**config.mk**
```make
export PLATFORM = sky130hd
export DESIGN_NAME = mhs_cell
export DESIGN_NICKNAME = d
export VERILOG_FILES = /design/src/rtl/mhs_pkg.sv /design/src/rtl/mhs_cell.sv
export SDC_FILE = /design/constraint.sdc
export NUM_CORES = 1
export LEC_CHECK = 0
export ABC_AREA = 1
export BUFFER_PORTS_ARGS = -buffer_cell sky130_fd_sc_hd__buf_4
export CORE_MARGIN = 1
export CORE_UTILIZATION = 45
export CTS_CLUSTER_DIAMETER = 200
export DETAILED_ROUTE_END_ITERATION = 12
export PLACE_DENSITY = 0.7
export SLEW_MARGIN = 15
export SYNTH_ARGS = -nofsm -noshare
export SYNTH_HDL_FRONTEND = slang
export SYNTH_SLANG_ARGS = --single-unit
export TNS_END_PERCENT = 20
```
**constraint.sdc**
```tcl
create_clock -name i_clk -period 4.7 [get_ports i_clk]
set_clock_uncertainty 0.05 [all_clocks]
set_input_delay 0 -clock i_clk [delete_from_list [all_inputs] [get_ports i_clk]]
set_output_delay 0 -clock i_clk [all_outputs]
set_load 0.01 [all_outputs]
```
**src/rtl/mhs_pkg.sv**
```systemverilog
`timescale 1ns / 1ps
// shared types and constants for the minhash signature core
// no dependencies
package mhs_pkg;

    localparam int unsigned WORD_W = 64;
    localparam int unsigned BYTE_W = 8;
    localparam int unsigned WIN_BYTES = 8;
    localparam int unsigned HALF_W = WORD_W / 2;
    localparam int unsigned KEEP_W = (WIN_BYTES - 1) * BYTE_W;
    localparam int unsigned CNT_W = 3;
    localparam logic [CNT_W-1:0] CNT_FULL = CNT_W'(WIN_BYTES - 1);

    localparam logic [WORD_W-1:0] SEED_VALUE  = 64'h0000_0000_1234_5678;
    localparam logic [WORD_W-1:0] GOLDEN_STEP = 64'h9E37_79B9_7F4A_7C15;
    localparam logic [WORD_W-1:0] XP1 = 64'h9E37_79B1_85EB_CA87;
    localparam logic [WORD_W-1:0] XP2 = 64'hC2B2_AE3D_27D4_EB4F;
    localparam logic [WORD_W-1:0] XP3 = 64'h1656_67B1_9E37_79F9;
    localparam logic [WORD_W-1:0] XP4 = 64'h85EB_CA77_C2B2_AE63;
    localparam logic [WORD_W-1:0] XP5 = 64'h27D4_EB2F_1656_67C5;
    localparam logic [WORD_W-1:0] HASH_INIT = SEED_VALUE + XP5 + WORD_W'(WIN_BYTES);
    localparam logic [WORD_W-1:0] ALL_ONES = '1;

    // sideband that rides along the hash pipeline
    typedef struct packed {
        logic valid;
        logic has_hash;
        logic last;
    } t_side;

    // data handed from cell to cell
    typedef struct packed {
        logic              valid;
        logic              has_hash;
        logic              last;
        logic [WORD_W-1:0] hash;
        logic [WORD_W-1:0] fold;
    } t_link;

endpackage

```
**src/rtl/mhs_cell.sv**
```systemverilog
`timescale 1ns / 1ps
// one minimum cell: lowers its permuted minimum, folds it out on the last item
// uses mhs_pkg
module mhs_cell (
    input  logic                       i_clk,
    input  logic                       i_rst_n,
    input  logic                       i_en,
    input  logic [mhs_pkg::WORD_W-1:0] i_perm,
    input  mhs_pkg::t_link             i_link,
    output mhs_pkg::t_link             o_link
);

    logic [mhs_pkg::WORD_W-1:0] r_min;
    mhs_pkg::t_link             r_link;
    logic [mhs_pkg::WORD_W-1:0] n_perm;
    logic [mhs_pkg::WORD_W-1:0] n_min;
    mhs_pkg::t_link             n_link;

    always_comb begin
        n_perm = i_link.hash ^ i_perm;
        n_min  = (i_link.has_hash && (n_perm < r_min)) ? n_perm : r_min;
        n_link = i_link;
        if (i_link.last) begin
            n_link.fold = i_link.fold ^ n_min;
        end
    end

    always_ff @(posedge i_clk) begin
        if (!i_rst_n) begin
            r_min        <= mhs_pkg::ALL_ONES;
            r_link.valid <= 1'b0;
        end else if (i_en) begin
            r_link.valid <= i_link.valid;
            if (i_link.valid) begin
                r_min <= i_link.last ? mhs_pkg::ALL_ONES : n_min;
            end
        end
        if (i_en) begin
            r_link.has_hash <= n_link.has_hash;
            r_link.last     <= n_link.last;
            r_link.hash     <= n_link.hash;
            r_link.fold     <= n_link.fold;
        end
    end

    assign o_link = r_link;

endmodule

```
* Yosys cells after proc, flatten, opt, wreduce, memory -nomap -nowiden
Cells that the tools add are included. Widths: inputs -> output; s select.
Operators by class: bitwise gates (word level) 2, muxes and demuxes 3, reduce and logical (&&, ||, !) cells 2, order comparisons 1
Operator list (count):
- $mux 64 | 3
- $xor 64x64->64 | 2
- $lt 64x64->1 | 1
- $reduce_and 2->1 | 1
- $logic_and 1x1->1 | 1
Word-level totals: input bits 198, output and inout bits 131, register bits 195, logic and storage cells 14

* Longest topological paths before layout
Gate-level depths: netlist of the first run.
depth after elaboration 6, depth in mapped cells 21, gate-level depth less buffers 19

* Worst setup path after synthesis of the first run
Ideal clock, no wire load.
path kind register -> register, start register r_min[55] (netlist bit), end register r_link, in the netlist o_link[15], data pin, arrival time 1908 ps, setup slack 2489 ps, clock period less this slack 2211 ps, buffers on the path 2, cell stages (with the launch flop) 18, library setup time 253 ps, cell sequence dfxtp_1 -> inv_1 -> ha_1 -> nand2_1 -> inv_1 -> nand3_1 -> nor3_1 -> nand2_1 -> nor2_1 -> nand2_1 -> o21ai_1 -> nor2_2 -> buf_2 -> buf_2 -> nand3_1 -> nand3_1 -> nand2_1 -> nand2_1
RTL lines:
- start: declaration | RTL line mhs_cell.sv:13 | logic [mhs_pkg::WORD_W-1:0] r_min;
- start signal: assignment | RTL line mhs_cell.sv:30 | r_min <= mhs_pkg::ALL_ONES;
- start signal: assignment | RTL line mhs_cell.sv:35 | r_min <= i_link.last ? mhs_pkg::ALL_ONES : n_min;
- end: declaration | RTL line mhs_cell.sv:14 | mhs_pkg::t_link r_link;

==> results of run 1 <==
registers in the layout, summed over array words and instances, names as in the netlist:
register / flops
o_link: 131
r_min: 64
power by group:
group / switching (mW) / leakage (nW) / internal [mW]
clock network: 0.736 / 0.285 / 0.762
registers: 0.0532 / 1.82 / 1.98
logic: 0.658 / 6.06 / 0.557
total: 1.45 / 8.16 / 3.30
cells by family after synthesis:
| kind of cell | synth area share, % |
|---|---|
| AO/OA/AOI/OAI | 5.00 |
| XOR/XNOR | 4.69 |
| adder cells (fa/ha/maj) | 6.70 |
| buffers and inverters | 10.1 |
| flip-flops | 44.3 |
| AND/OR/NAND/NOR | 29.2 |
area by class of cell:
type,count,share of cell area (%)
Tap cell,330,2.54
Inverter,206,4.76
Timing Repair Buffer,471,23.8
Sequential cell,195,32.0
Clock inverter,14,1.04
Multi-Input combinational cell,1016,33.2
Clock buffer,18,2.64
worst max-delay path, stage by stage:
cell,delay (ns)
dlygate4sd3_1,0.54
buf_4,0.15
xnor2_1,0.28
inv_1,0.12
ha_1,0.34
nand4_1,0.16
nor3_2,0.22
nand2_1,0.19
nor3_1,0.39
nand2_4,0.33
nand2_4,0.14
buf_4,0.58
nand2_1,0.18
nand4_1,0.12
nand2_1,0.06
path summary, 6_finish.rpt:
check                   start          end  slack, ns  cells after the start
setup reg to reg    r_min[63]   o_link[31]       1.21                     12
hold / removal     i_perm[10]    r_min[10]      0.008                      7
hold reg to reg   o_link[130]  o_link[130]       0.42                      2
setup / recovery  i_link[127]   o_link[31]       0.96                     15
cells in the final DEF, fill, tap and decap left out, drive strengths merged:
cell type	count
ha	63
o211ai	2
inv	213
nand4	69
bufinv	1
nor3	4
clkbuf	18
clkinvlp	2
dfxtp	65
a21oi	96
buf	341
a211oi	1
clkinv	4
o21ai	8
o221ai	1
nor2	9
xnor2	63
o21bai	1
dlygate4sd3	130
edfxtp	130
nor4	2
o21a	3
a31oi	1
nand2	434
nand3	259
metal layers:
metal	GRT usage [%]	share of wire (%)	routed length [um]
met1	30.4	42	13800
met2	43.4	50	16300
met3	4.04	6.6	2160
met4	8.38	1.9	612
met5	0	0	0
==> impl_results.md, run 1 <==
- Fin crit period: 3.74 ns
- Count of final hold-check violations: 0
- Area of the multi-input gates: ~5400 sq um
- Synth area leaders: edfxtp_1 (33%), nand2_1 (14%), dfxtp_1 (11%), nand3_1 (11%), ha_1 (6.7%)
- Post-layout nets: 2168
- Remaining DRCs: 0
- First-pass GRT wire length: roughly 53000 um
- Gr ovfl total: 0
- TritonCTS buffer count: 17
- Arrival time worst endpoint: a little under 4 ns
- YS warnings: 0
- Initial Utilization: between 40% and 50%
- Cells after DPL: 2088
- RD Place Congestion: 0.760
- Tcrit/Tclk final: 79.6%
- Commonest cells post-synth: nand2_1 (433), nand3_1 (259), inv_1 (204)
- Rows: 58
- Routed len/inst: 14.6 um
- Placement Cell Area: 14300 sq um
- Top FF cell, synth: edfxtp_1
- Design Power: 4.75 mW
- Syn Nets: roughly 1800
- Max-Cap Viols: 0
- CTS sink cnt: 195
- Die W: between 150 and 200 um
- CTS hold repair buffers: 130
- Layout Cells excl Fill: 2250
- Pre-CTS WS: ~1.1 ns
- Largest net degree at the start of global routing: 76
- Clock root cell: clkbuf_16
- H-tree levels: 4
- Placed wire-length estimate: 21300 um
- Distinct cell type count of the synthesized netlist: 30
- Post-synth top area cell: edfxtp_1
- TritonCTS clock tree: done
- DR pass1 iterations: 5
- Fin Setup TNS: 0 ns
- Max frequency: 267 MHz
- CP Launch Type: input pin
- PostCTS Resize Cnt: 0
- Die Span Y: 164 um
- Via/cell ratio: around 5.2
- #FFs+latches synth: 195
- Post-Synthesis Cells: ~1500
- Setup Viol. Count Final: 0
- RSZ-0062 raised after global routing: no
- Fill count: between 2000 and 2500
- Post-synthesis sequential area ratio: 44.3%
- Yosys top cell area share: 33.2%
- DRT iter0 DRCs: 686
- Leakage: 8.16 nW
- PD cells: 292 nW/um^2
- # IOs: approximately 330
- Worst-Skew Late Latency: 0.44 ns
- Actual slew at the worst max-slew pin: 0.814 ns
- CP Class: in2reg
- Register area: approximately 5200 sq um
- Core footprint: 25400 sq um
- Final ANT Viol Nets: 0
- Layout area overhead: 38.1%
- Critical Path Fanout Max: 71
- Slew headroom: 45.7%
- VDD IR-drop max: around 200 uV
- Port buffer count: ~330
- Post-route cell area: 16200 sq um
- Ant. Diodes: 0
- CTS max path bufs: 2
- Hold slack: 0.00765 ns
- Synthesized area: 11800 sq um
- Hold Crit Class: in2reg
- Worst setup margin: 0.958 ns
- Die ar.: 26800 sq um
- Post-CTS Setup Bufs: 0
- Syn Area/Cell: just under 8 sq um
- Critical Path RT: 4.85 ns
- Initial antenna violation count: 0
- CP endpoint kind: flip-flop
- Fraction of layout cells with a size suffix above 1: 19.8%
- Detailed-route via count: 11630
- Max-slew violations: 0
- GRT Util Overall: 24.6%
- Via count of the first global-routing pass: 11223
- Finished Core Util: between 60% and 70%
- Status: completed
- Number of synthesized flops with an enable pin: 130
- Drt total wl: 32800 um
- Most common cell in the synthesized netlist: nand2_1
- Clock transition at the registers of the reported paths: roughly 0.080 ns
- Ys async rst share: 0%
Note: power is estimated with default switching activity, not from simulation.
==> inputs of run 2 (changes only) <==
--- a/config.mk
+++ b/config.mk
@@ -5,7 +5,7 @@
 export SDC_FILE = /design/constraint.sdc
 export NUM_CORES = 1
 export LEC_CHECK = 0
-export ABC_AREA = 1
+export ABC_AREA = 0
 export BUFFER_PORTS_ARGS = -buffer_cell sky130_fd_sc_hd__buf_4
 export CORE_MARGIN = 1
 export CORE_UTILIZATION = 45
==> constraint.sdc (replaced) <==
create_clock -name i_clk -period 3.7 [get_ports i_clk]
set_clock_uncertainty 0.05 [all_clocks]
set_input_delay 0 -clock i_clk [delete_from_list [all_inputs] [get_ports i_clk]]
set_output_delay 0 -clock i_clk [all_outputs]
set_load 0.01 [all_outputs]
==> run 2 against run 1 <==
  * Setup slack worse by 0.62 ns
  * Final area up 6.2%
  * Largest cell class unchanged
  * Highest routed layer unchanged
  * Non-clock buffer count up 14
==> impl_results.md, run 2 <==
- Critical-path top delay cell: nor4_1
- Top FF cell, synth: edfxtp_1
- GRT Util Overall: 26.1%
- Fin crit period: ~3.4 ns
- Post-synth top area cell: edfxtp_1
- Critical Path RT: 3.89 ns
- Syn Nets: about 1600
- CTS sink cnt: 195
- Most common cell after layout, fill and taps aside: buf_4
- Via count of the first global-routing pass: 11858
- Actual slew at the worst max-slew pin: 1.06 ns
- Max-Cap Viols: 0
- YS warnings: 0
- TritonCTS clock tree: done
- Arrival time worst endpoint: 3.56 ns
- Worst R2R End: o_link[31]
- TritonCTS buffer count: 17
- DR pass1 iterations: 6
- Ys async rst share: 0%
- Placed wire-length estimate: between 20000 and 25000 um
- Hold path endpoint: r_min[14]
- H-tree levels: 4
- # IOs: 329
- Reg2Reg Setup Slack: 0.35 ns
- Setup Viol. Count Final: 0
- Synth area leaders: edfxtp_1 (31%), dfxtp_1 (10%), ha_1 (6.2%), nor3_1 (5.1%), o311a_1 (5.0%)
- Most frequent cells in the layout: buf_4 (338), dlygate4sd3_1 (137), inv_1 (130), edfxtp_1 (130), nor3_1 (129)
- Via/cell ratio: 5.79
- Drt total wl: ~38000 um
- First-pass GRT wire length: 60100 um
- Commonest cells post-synth: edfxtp_1 (130), inv_1 (130), nor3_1 (129)
- Largest net degree at the start of global routing: 129
- Distinct cell type count of the synthesized netlist: 47
- Status: completed
- Fin Setup TNS: 0 ns
- Worst r2r src: r_min[58]
- Max-slew violations: 0
- Detailed-route via count: 12121
- Layout area overhead: 36.2%
- Final ANT Viol Nets: 0
- Fill count: around 2300
- Max frequency: 297 MHz
- PD cells: roughly 340 nW/um^2
- Syn Area/Cell: a little under 10 sq um
- Clock transition at the registers of the reported paths: 0.08 ns
- Post-route cell area: 17200 sq um
- RD Place Congestion: 0.771
- Placement Cell Area: 15300 sq um
- Post-layout nets: 1965
- Number of synthesized flops with an enable pin: 130
- Routed len/inst: roughly 18 um
- Ant. Diodes: 0
- Register area: 5200 sq um
- PostCTS Resize Cnt: 0
- Count of final hold-check violations: 0
- Remaining DRCs: 0
- RSZ-0062 raised after global routing: no
- Port buffer count: 328
- Tcrit/Tclk final: 90.8%
- #FFs+latches synth: 195
- VDD IR-drop max: 266 uV
- Die W: 170 um
- Core footprint: between 20000 and 30000 sq um
- Post-synthesis sequential area ratio: approximately two fifths
- Yosys top cell area share: 30.8%
- Worst-Skew Late Latency: around 0.45 ns
- Cells on worst reg2reg path: 10
- CP Class: in2reg
- Clock root cell: clkbuf_16
- Max stage delay on crit path: 0.60 ns
- Gr ovfl total: 0
- Synthesized area: between 10000 and 15000 sq um
- Initial Utilization: 45.7%
- Hold_sp: i_perm[14]
- Largest register FFs: between 100 and 150
- Rows: 61
- CP Buf/Inv Count: 3
- Hold Crit Class: in2reg
- Die Span Y: 170 um
- Critical Path Fanout Max: 21
- DRT iter0 DRCs: 1074
- Fraction of layout cells with a size suffix above 1: 22.7%
- Slew headroom: 29.4%
- CP Launch Type: input pin
- Worst Hold Depth: 4
- Leakage: 7.39 nW
- Area of the multi-input gates: 6380 sq um
- Post-Synthesis Cells: 1318
- CTS max path bufs: 2
- Critical path's top delay family: simple AND/OR/NAND/NOR gates
- Initial antenna violation count: 0
- Die ar.: 28800 sq um
- CP Cell Sequence: dlygate4sd3_1 -> buf_4 -> xor2_1 -> ha_1 -> nand4_1 -> nor4_1 -> nand4_1 -> o22ai_2 -> a21o_4 -> buf_4 -> nor3_1 -> o311ai_1
- CP endpoint kind: flip-flop
## run 2: cell types whose count changed after synthesis, moves of 62 or more
cell and delta:
nand2_1 -420, nand3_1 -254, nor3_1 +126, inv_1 -74, nand2b_1 +66, nor2b_1 +65
a41oi_1 +64, o211ai_1 +64, o21ai_1 +64, o311ai_1 +64, xor2_1 +64, o311a_1 +63
xnor2_1 -62
## run 2: layout make-up
| type | count | area share, % |
|---|---|---|
| clock buffer | 20 | 2.53 |
| clock inverter | 12 | 0.929 |
| inverter | 130 | 2.83 |
| multi-input combinational | 875 | 37.0 |
| sequential | 195 | 30.2 |
| tap | 378 | 2.74 |
| timing repair buffer | 485 | 23.8 |
## run 2: worst max-delay path by stage
stage / start / endpoint / slack, ns / cells after the start
3_5_place_dp: r_min[57] / o_link[31] / 0.39 / 10
4_1_cts: i_link[123] / o_link[31] / 0.36 / 12
3_3_place_gp: r_min[57] / o_link[36] / 0.51 / 10
2_1_floorplan: r_min[35] / o_link[10] / 1.09 / 12
6_report: i_link[123] / o_link[31] / 0.34 / 12
5_1_grt: i_link[125] / o_link[31] / 0.09 / 12
## run 2: logic make-up after synthesis
family | synth area share (%)
compound gates | 25.7
xor+xnor | 4.50
fa+ha+maj | 6.23
buf+inv | 8.81
flops | 41.1
simple gates | 13.6
## run 2: what timing repair did
item,in CTS,in global routing
setup buffers,0,0
hold buffers,137,0
hold endpoints to repair,159,0
## run 2: routing by layer
layer	vias to the layer above	part of all wire [%]	track usage (%)
met5	-	0	0
met2	432	49	45.7
met1	5805	42	31.6
met4	0	2.2	9.48
met3	63	6.1	5.01
li1	5821	-	-
## run 2: report_power, final
group	total [mW]	internal (mW)	switching, mW
Combinational	1.31	0.621	0.692
Sequential	2.53	2.48	0.0458
Clock	1.97	1.07	0.895
Total	5.81	4.17	1.63
## run 2: worst reg2reg max path: stages (launching register included)
cell and delay [ns]:
dfxtp_1 0.35, inv_1 0.08, ha_1 0.30, nand4_1 0.23, nor4_1 0.60, nand4_1 0.18
o22ai_2 0.26, a21o_4 0.33, buf_4 0.33, nor3_1 0.09, o311ai_1 0.34
## run 2: stage by stage
| stage | power, mW | util [%] | worst slack [ns] | instances | hold slack, ns |
|---|---|---|---|---|---|
| 2_1_floorplan | 3.19 | - | 1.09 | 1318 | 0.0489 |
| 5_1_grt | 6.04 | 62.2 | 0.0943 | 2095 | 0.0213 |
| 6_report | 5.81 | 62.2 | 0.339 | 2095 | 0.0157 |
| 3_3_place_gp | 3.72 | 55.1 | 0.506 | 1926 | 0.143 |
| 3_5_place_dp | 3.75 | 55.1 | 0.387 | 1926 | 0.145 |
| 4_1_cts | 5.83 | 62.2 | 0.358 | 2095 | 0.000115 |
==> inputs of run 3 (changes only) <==
--- a/config.mk
+++ b/config.mk
@@ -8,10 +8,10 @@
 export ABC_AREA = 0
 export BUFFER_PORTS_ARGS = -buffer_cell sky130_fd_sc_hd__buf_4
 export CORE_MARGIN = 1
-export CORE_UTILIZATION = 45
+export CORE_UTILIZATION = 40
 export CTS_CLUSTER_DIAMETER = 200
 export DETAILED_ROUTE_END_ITERATION = 12
-export PLACE_DENSITY = 0.7
+export PLACE_DENSITY = 0.63
 export SLEW_MARGIN = 15
 export SYNTH_ARGS = -nofsm -noshare
 export SYNTH_HDL_FRONTEND = slang
==> constraint.sdc (replaced) <==
create_clock -name i_clk -period 3.7 [get_ports i_clk]
set_clock_uncertainty 0.05 [all_clocks]
set_input_delay 0 -clock i_clk [delete_from_list [all_inputs] [get_ports i_clk]]
set_output_delay 0 -clock i_clk [all_outputs]
set_load 0.05 [all_outputs]
==> run 3 against run 2 <==
  * Critical endpoint is now o_link[3]
  * Critical path depth stayed put
  * Highest routed layer is now met5
  * The run now ends with DRC left
  * Count of clock-buffer cells in the layout is 1 higher
  * Die area is 12% higher
  * Via count is 0.19% higher
  * Critical path type unchanged
  * Clock power is 9% lower
  * Final area is 1.1% higher
  * First-iteration DRC count is 7.4% lower
==> impl_results.md, run 3 (synthesis gave the netlist of run 2 again) <==
- CP Class: in2reg
- Fin Setup TNS: 0 ns
- Via count of the first global-routing pass: ~12000
- Int Pwr: 4.03 mW
- H-tree levels: 4
- First-pass GRT wire length: ~64000 um
- PD cells: about 350 nW/um^2
- Rows: 64
- Placed wire-length estimate: 24400 um
- Failing checks: DRC
- RD Place Congestion: around 0.8
- Die Span Y: 180 um
- TritonCTS clock tree: done
- DR pass1 iterations: 10
- Max-slew violations: 0
- Post-CTS Setup Bufs: 0
- Gate power share: 28.2%
- Fin crit period: roughly 3.4 ns
- CP endpoint kind: flip-flop
- # IOs: 329
- CTS sink cnt: ~200
- Worst r2r src: r_min[47]
- Hold slack: approximately 0.017 ns
- Via/cell ratio: 5.70
- Layout area overhead: 37.8%
- Post-layout nets: 1984
- Worst R2R End: o_link[8]
- Status: finished, violations left
- GRT Util Overall: 24.2%
- Cells on worst reg2reg path: 9
- Clock transition at the registers of the reported paths: around 0.070 ns
- Hold Crit Class: in2reg
- Most common cell after layout, fill and taps aside: buf_4
- CTS max path bufs: 2
- Max stage delay on crit path: 0.55 ns
- Initial Utilization: 41.1%
- Die ar.: 32400 sq um
- CP Buf/Inv Count: 4
- Critical path's top delay family: compound AO/OA/AOI/OAI gates
- Ant. Diodes: 0
- Largest register FFs: 131
- Clock root cell: clkbuf_16
- Routed len/inst: 18.3 um
- Core footprint: between 30000 and 40000 sq um
- Actual slew at the worst max-slew pin: 0.927 ns
- Critical Path Fanout Max: 32
- DRT iter0 DRCs: 995
- Setup Viol. Count Final: 0
- Slew headroom: 38.2%
- Pre-CTS WS: about 0.27 ns
- Initial antenna violation count: 1
- Hold_sp: i_perm[22]
- Hold path endpoint: r_min[22]
- Clk pwr share: 29.8%
- Fraction of layout cells with a size suffix above 1: between 20 and 25%
- Switching part of the total: 33.1%
- Max-Cap Viols: 0
- RSZ-0062 raised after global routing: no
- Register area: 5200 sq um
- Area of the multi-input gates: around 6400 sq um
- Leakage: 7.49 nW
- Most frequent cells in the layout: buf_4 (343), dlygate4sd3_1 (148), inv_1 (130), edfxtp_1 (130), nor3_1 (129)
- Sw Pwr: 1.99 mW
- Tcrit/Tclk final: 93.2%
- CP Launch Type: input pin
- Remaining DRCs: 23
- Worst-Skew Late Latency: 0.45 ns
- Count of final hold-check violations: 0
- Fill count: 2622
- Gr ovfl total: 0
- Max frequency: 290 MHz
- Critical Path RT: 3.88 ns
- Critical-path top delay cell: dlygate4sd3_1
- Arrival time worst endpoint: 3.63 ns
- Worst setup margin: 0.252 ns
- VDD IR-drop max: 285 uV
- Design Power: 6.02 mW
- CP Cell Sequence: dlygate4sd3_1 -> buf_4 -> xor2_1 -> ha_1 -> nand4_1 -> inv_1 -> a221o_1 -> a221oi_2 -> o21a_4 -> buf_12 -> a21oi_1 -> o311ai_1
- Port buffer count: 328
- TritonCTS buffer count: 17
- Final ANT Viol Nets: 0
- Sequential share of power: 41.9%
- Largest net degree at the start of global routing: 105
- Drt total wl: 39100 um
- Detailed-route via count: 12144
- Worst Hold Depth: 4
- Die W: ~180 um
- Reg2Reg Setup Slack: 0.40 ns
==> run 3: cell count changes in the layout (fill, tap and decap cells not counted), sizes merged <==
cell         delta
clkinvlp        -3
bufinv          -3
clkbuf          +1
dlygate4sd3    +11
clkinv          +4
buf             +8
inv             +1
==> run 3: area by class of cell <==
class                   instances  area share (%)
flip-flops and latches        195            29.9
repair buffers                504            24.7
well taps                     396            2.84
inverters                     130            2.80
multi-input cells             875            36.7
clock buffers                  21            2.64
clock inverters                11           0.459
==> run 3: how the worst max path moves through the flow <==
stage | endpoint | startpoint | cells after the start
final | o_link[3] | i_link[103] | 12
after global routing | o_link[25] | i_perm[33] | 12
after CTS | o_link[25] | i_link[95] | 12
after detailed placement | o_link[25] | i_perm[31] | 11
after global placement | o_link[25] | i_perm[30] | 11
after floorplan | o_link[10] | r_min[35] | 12
==> run 3: through the flow <==
stage                     instance area, sq um  cells  utilization (%)
after floorplan                          12700   1318                -
after detailed placement                 15400   1952             50.0
final                                    17400   2132             56.6
after global routing                     17400   2132             56.6
after CTS                                17400   2132             56.5
after global placement                   15400   1952             50.0
==> run 3: power by group through the flow <==
stage / Clock, mW / Combinational, mW / Sequential (mW)
floorplan: 0 / 0.555 / 2.99
global placement: 0 / 1.54 / 2.57
detailed placement: 0 / 1.56 / 2.57
CTS: 1.84 / 1.70 / 2.52
global route: 1.90 / 1.82 / 2.54
finish: 1.80 / 1.70 / 2.52
==> run 3: what timing repair did <==
| item | CTS | global route |
|---|---|---|
| resized for setup | 0 | 1 |
| hold buffers | 148 | 0 |
| endpoints found under the hold margin | 173 | 0 |
| endpoints found under the setup margin | 0 | 44 |
==> run 3: worst min-delay path, delay by kind of cell <==
| family | cells | cell delay (ns) |
|---|---|---|
| buffers and inverters | 1 | 0.08 |
| xor gates and xnor gates | 1 | 0.11 |
| and+or+nand+nor | 1 | 0.19 |
| AOI/OAI and AO/OA | 1 | 0.08 |
==> run 3: metal layers <==
| layer | track usage (%) | up-vias | share of wire [%] |
|---|---|---|---|
| met4 | 7.14 | 2 | 1.4 |
| met1 | 31.7 | 5843 | 45 |
| li1 | - | 5850 | - |
| met2 | 40.9 | 410 | 48 |
| met5 | 0 | - | 0.026 |
| met3 | 4.15 | 39 | 5.7 |
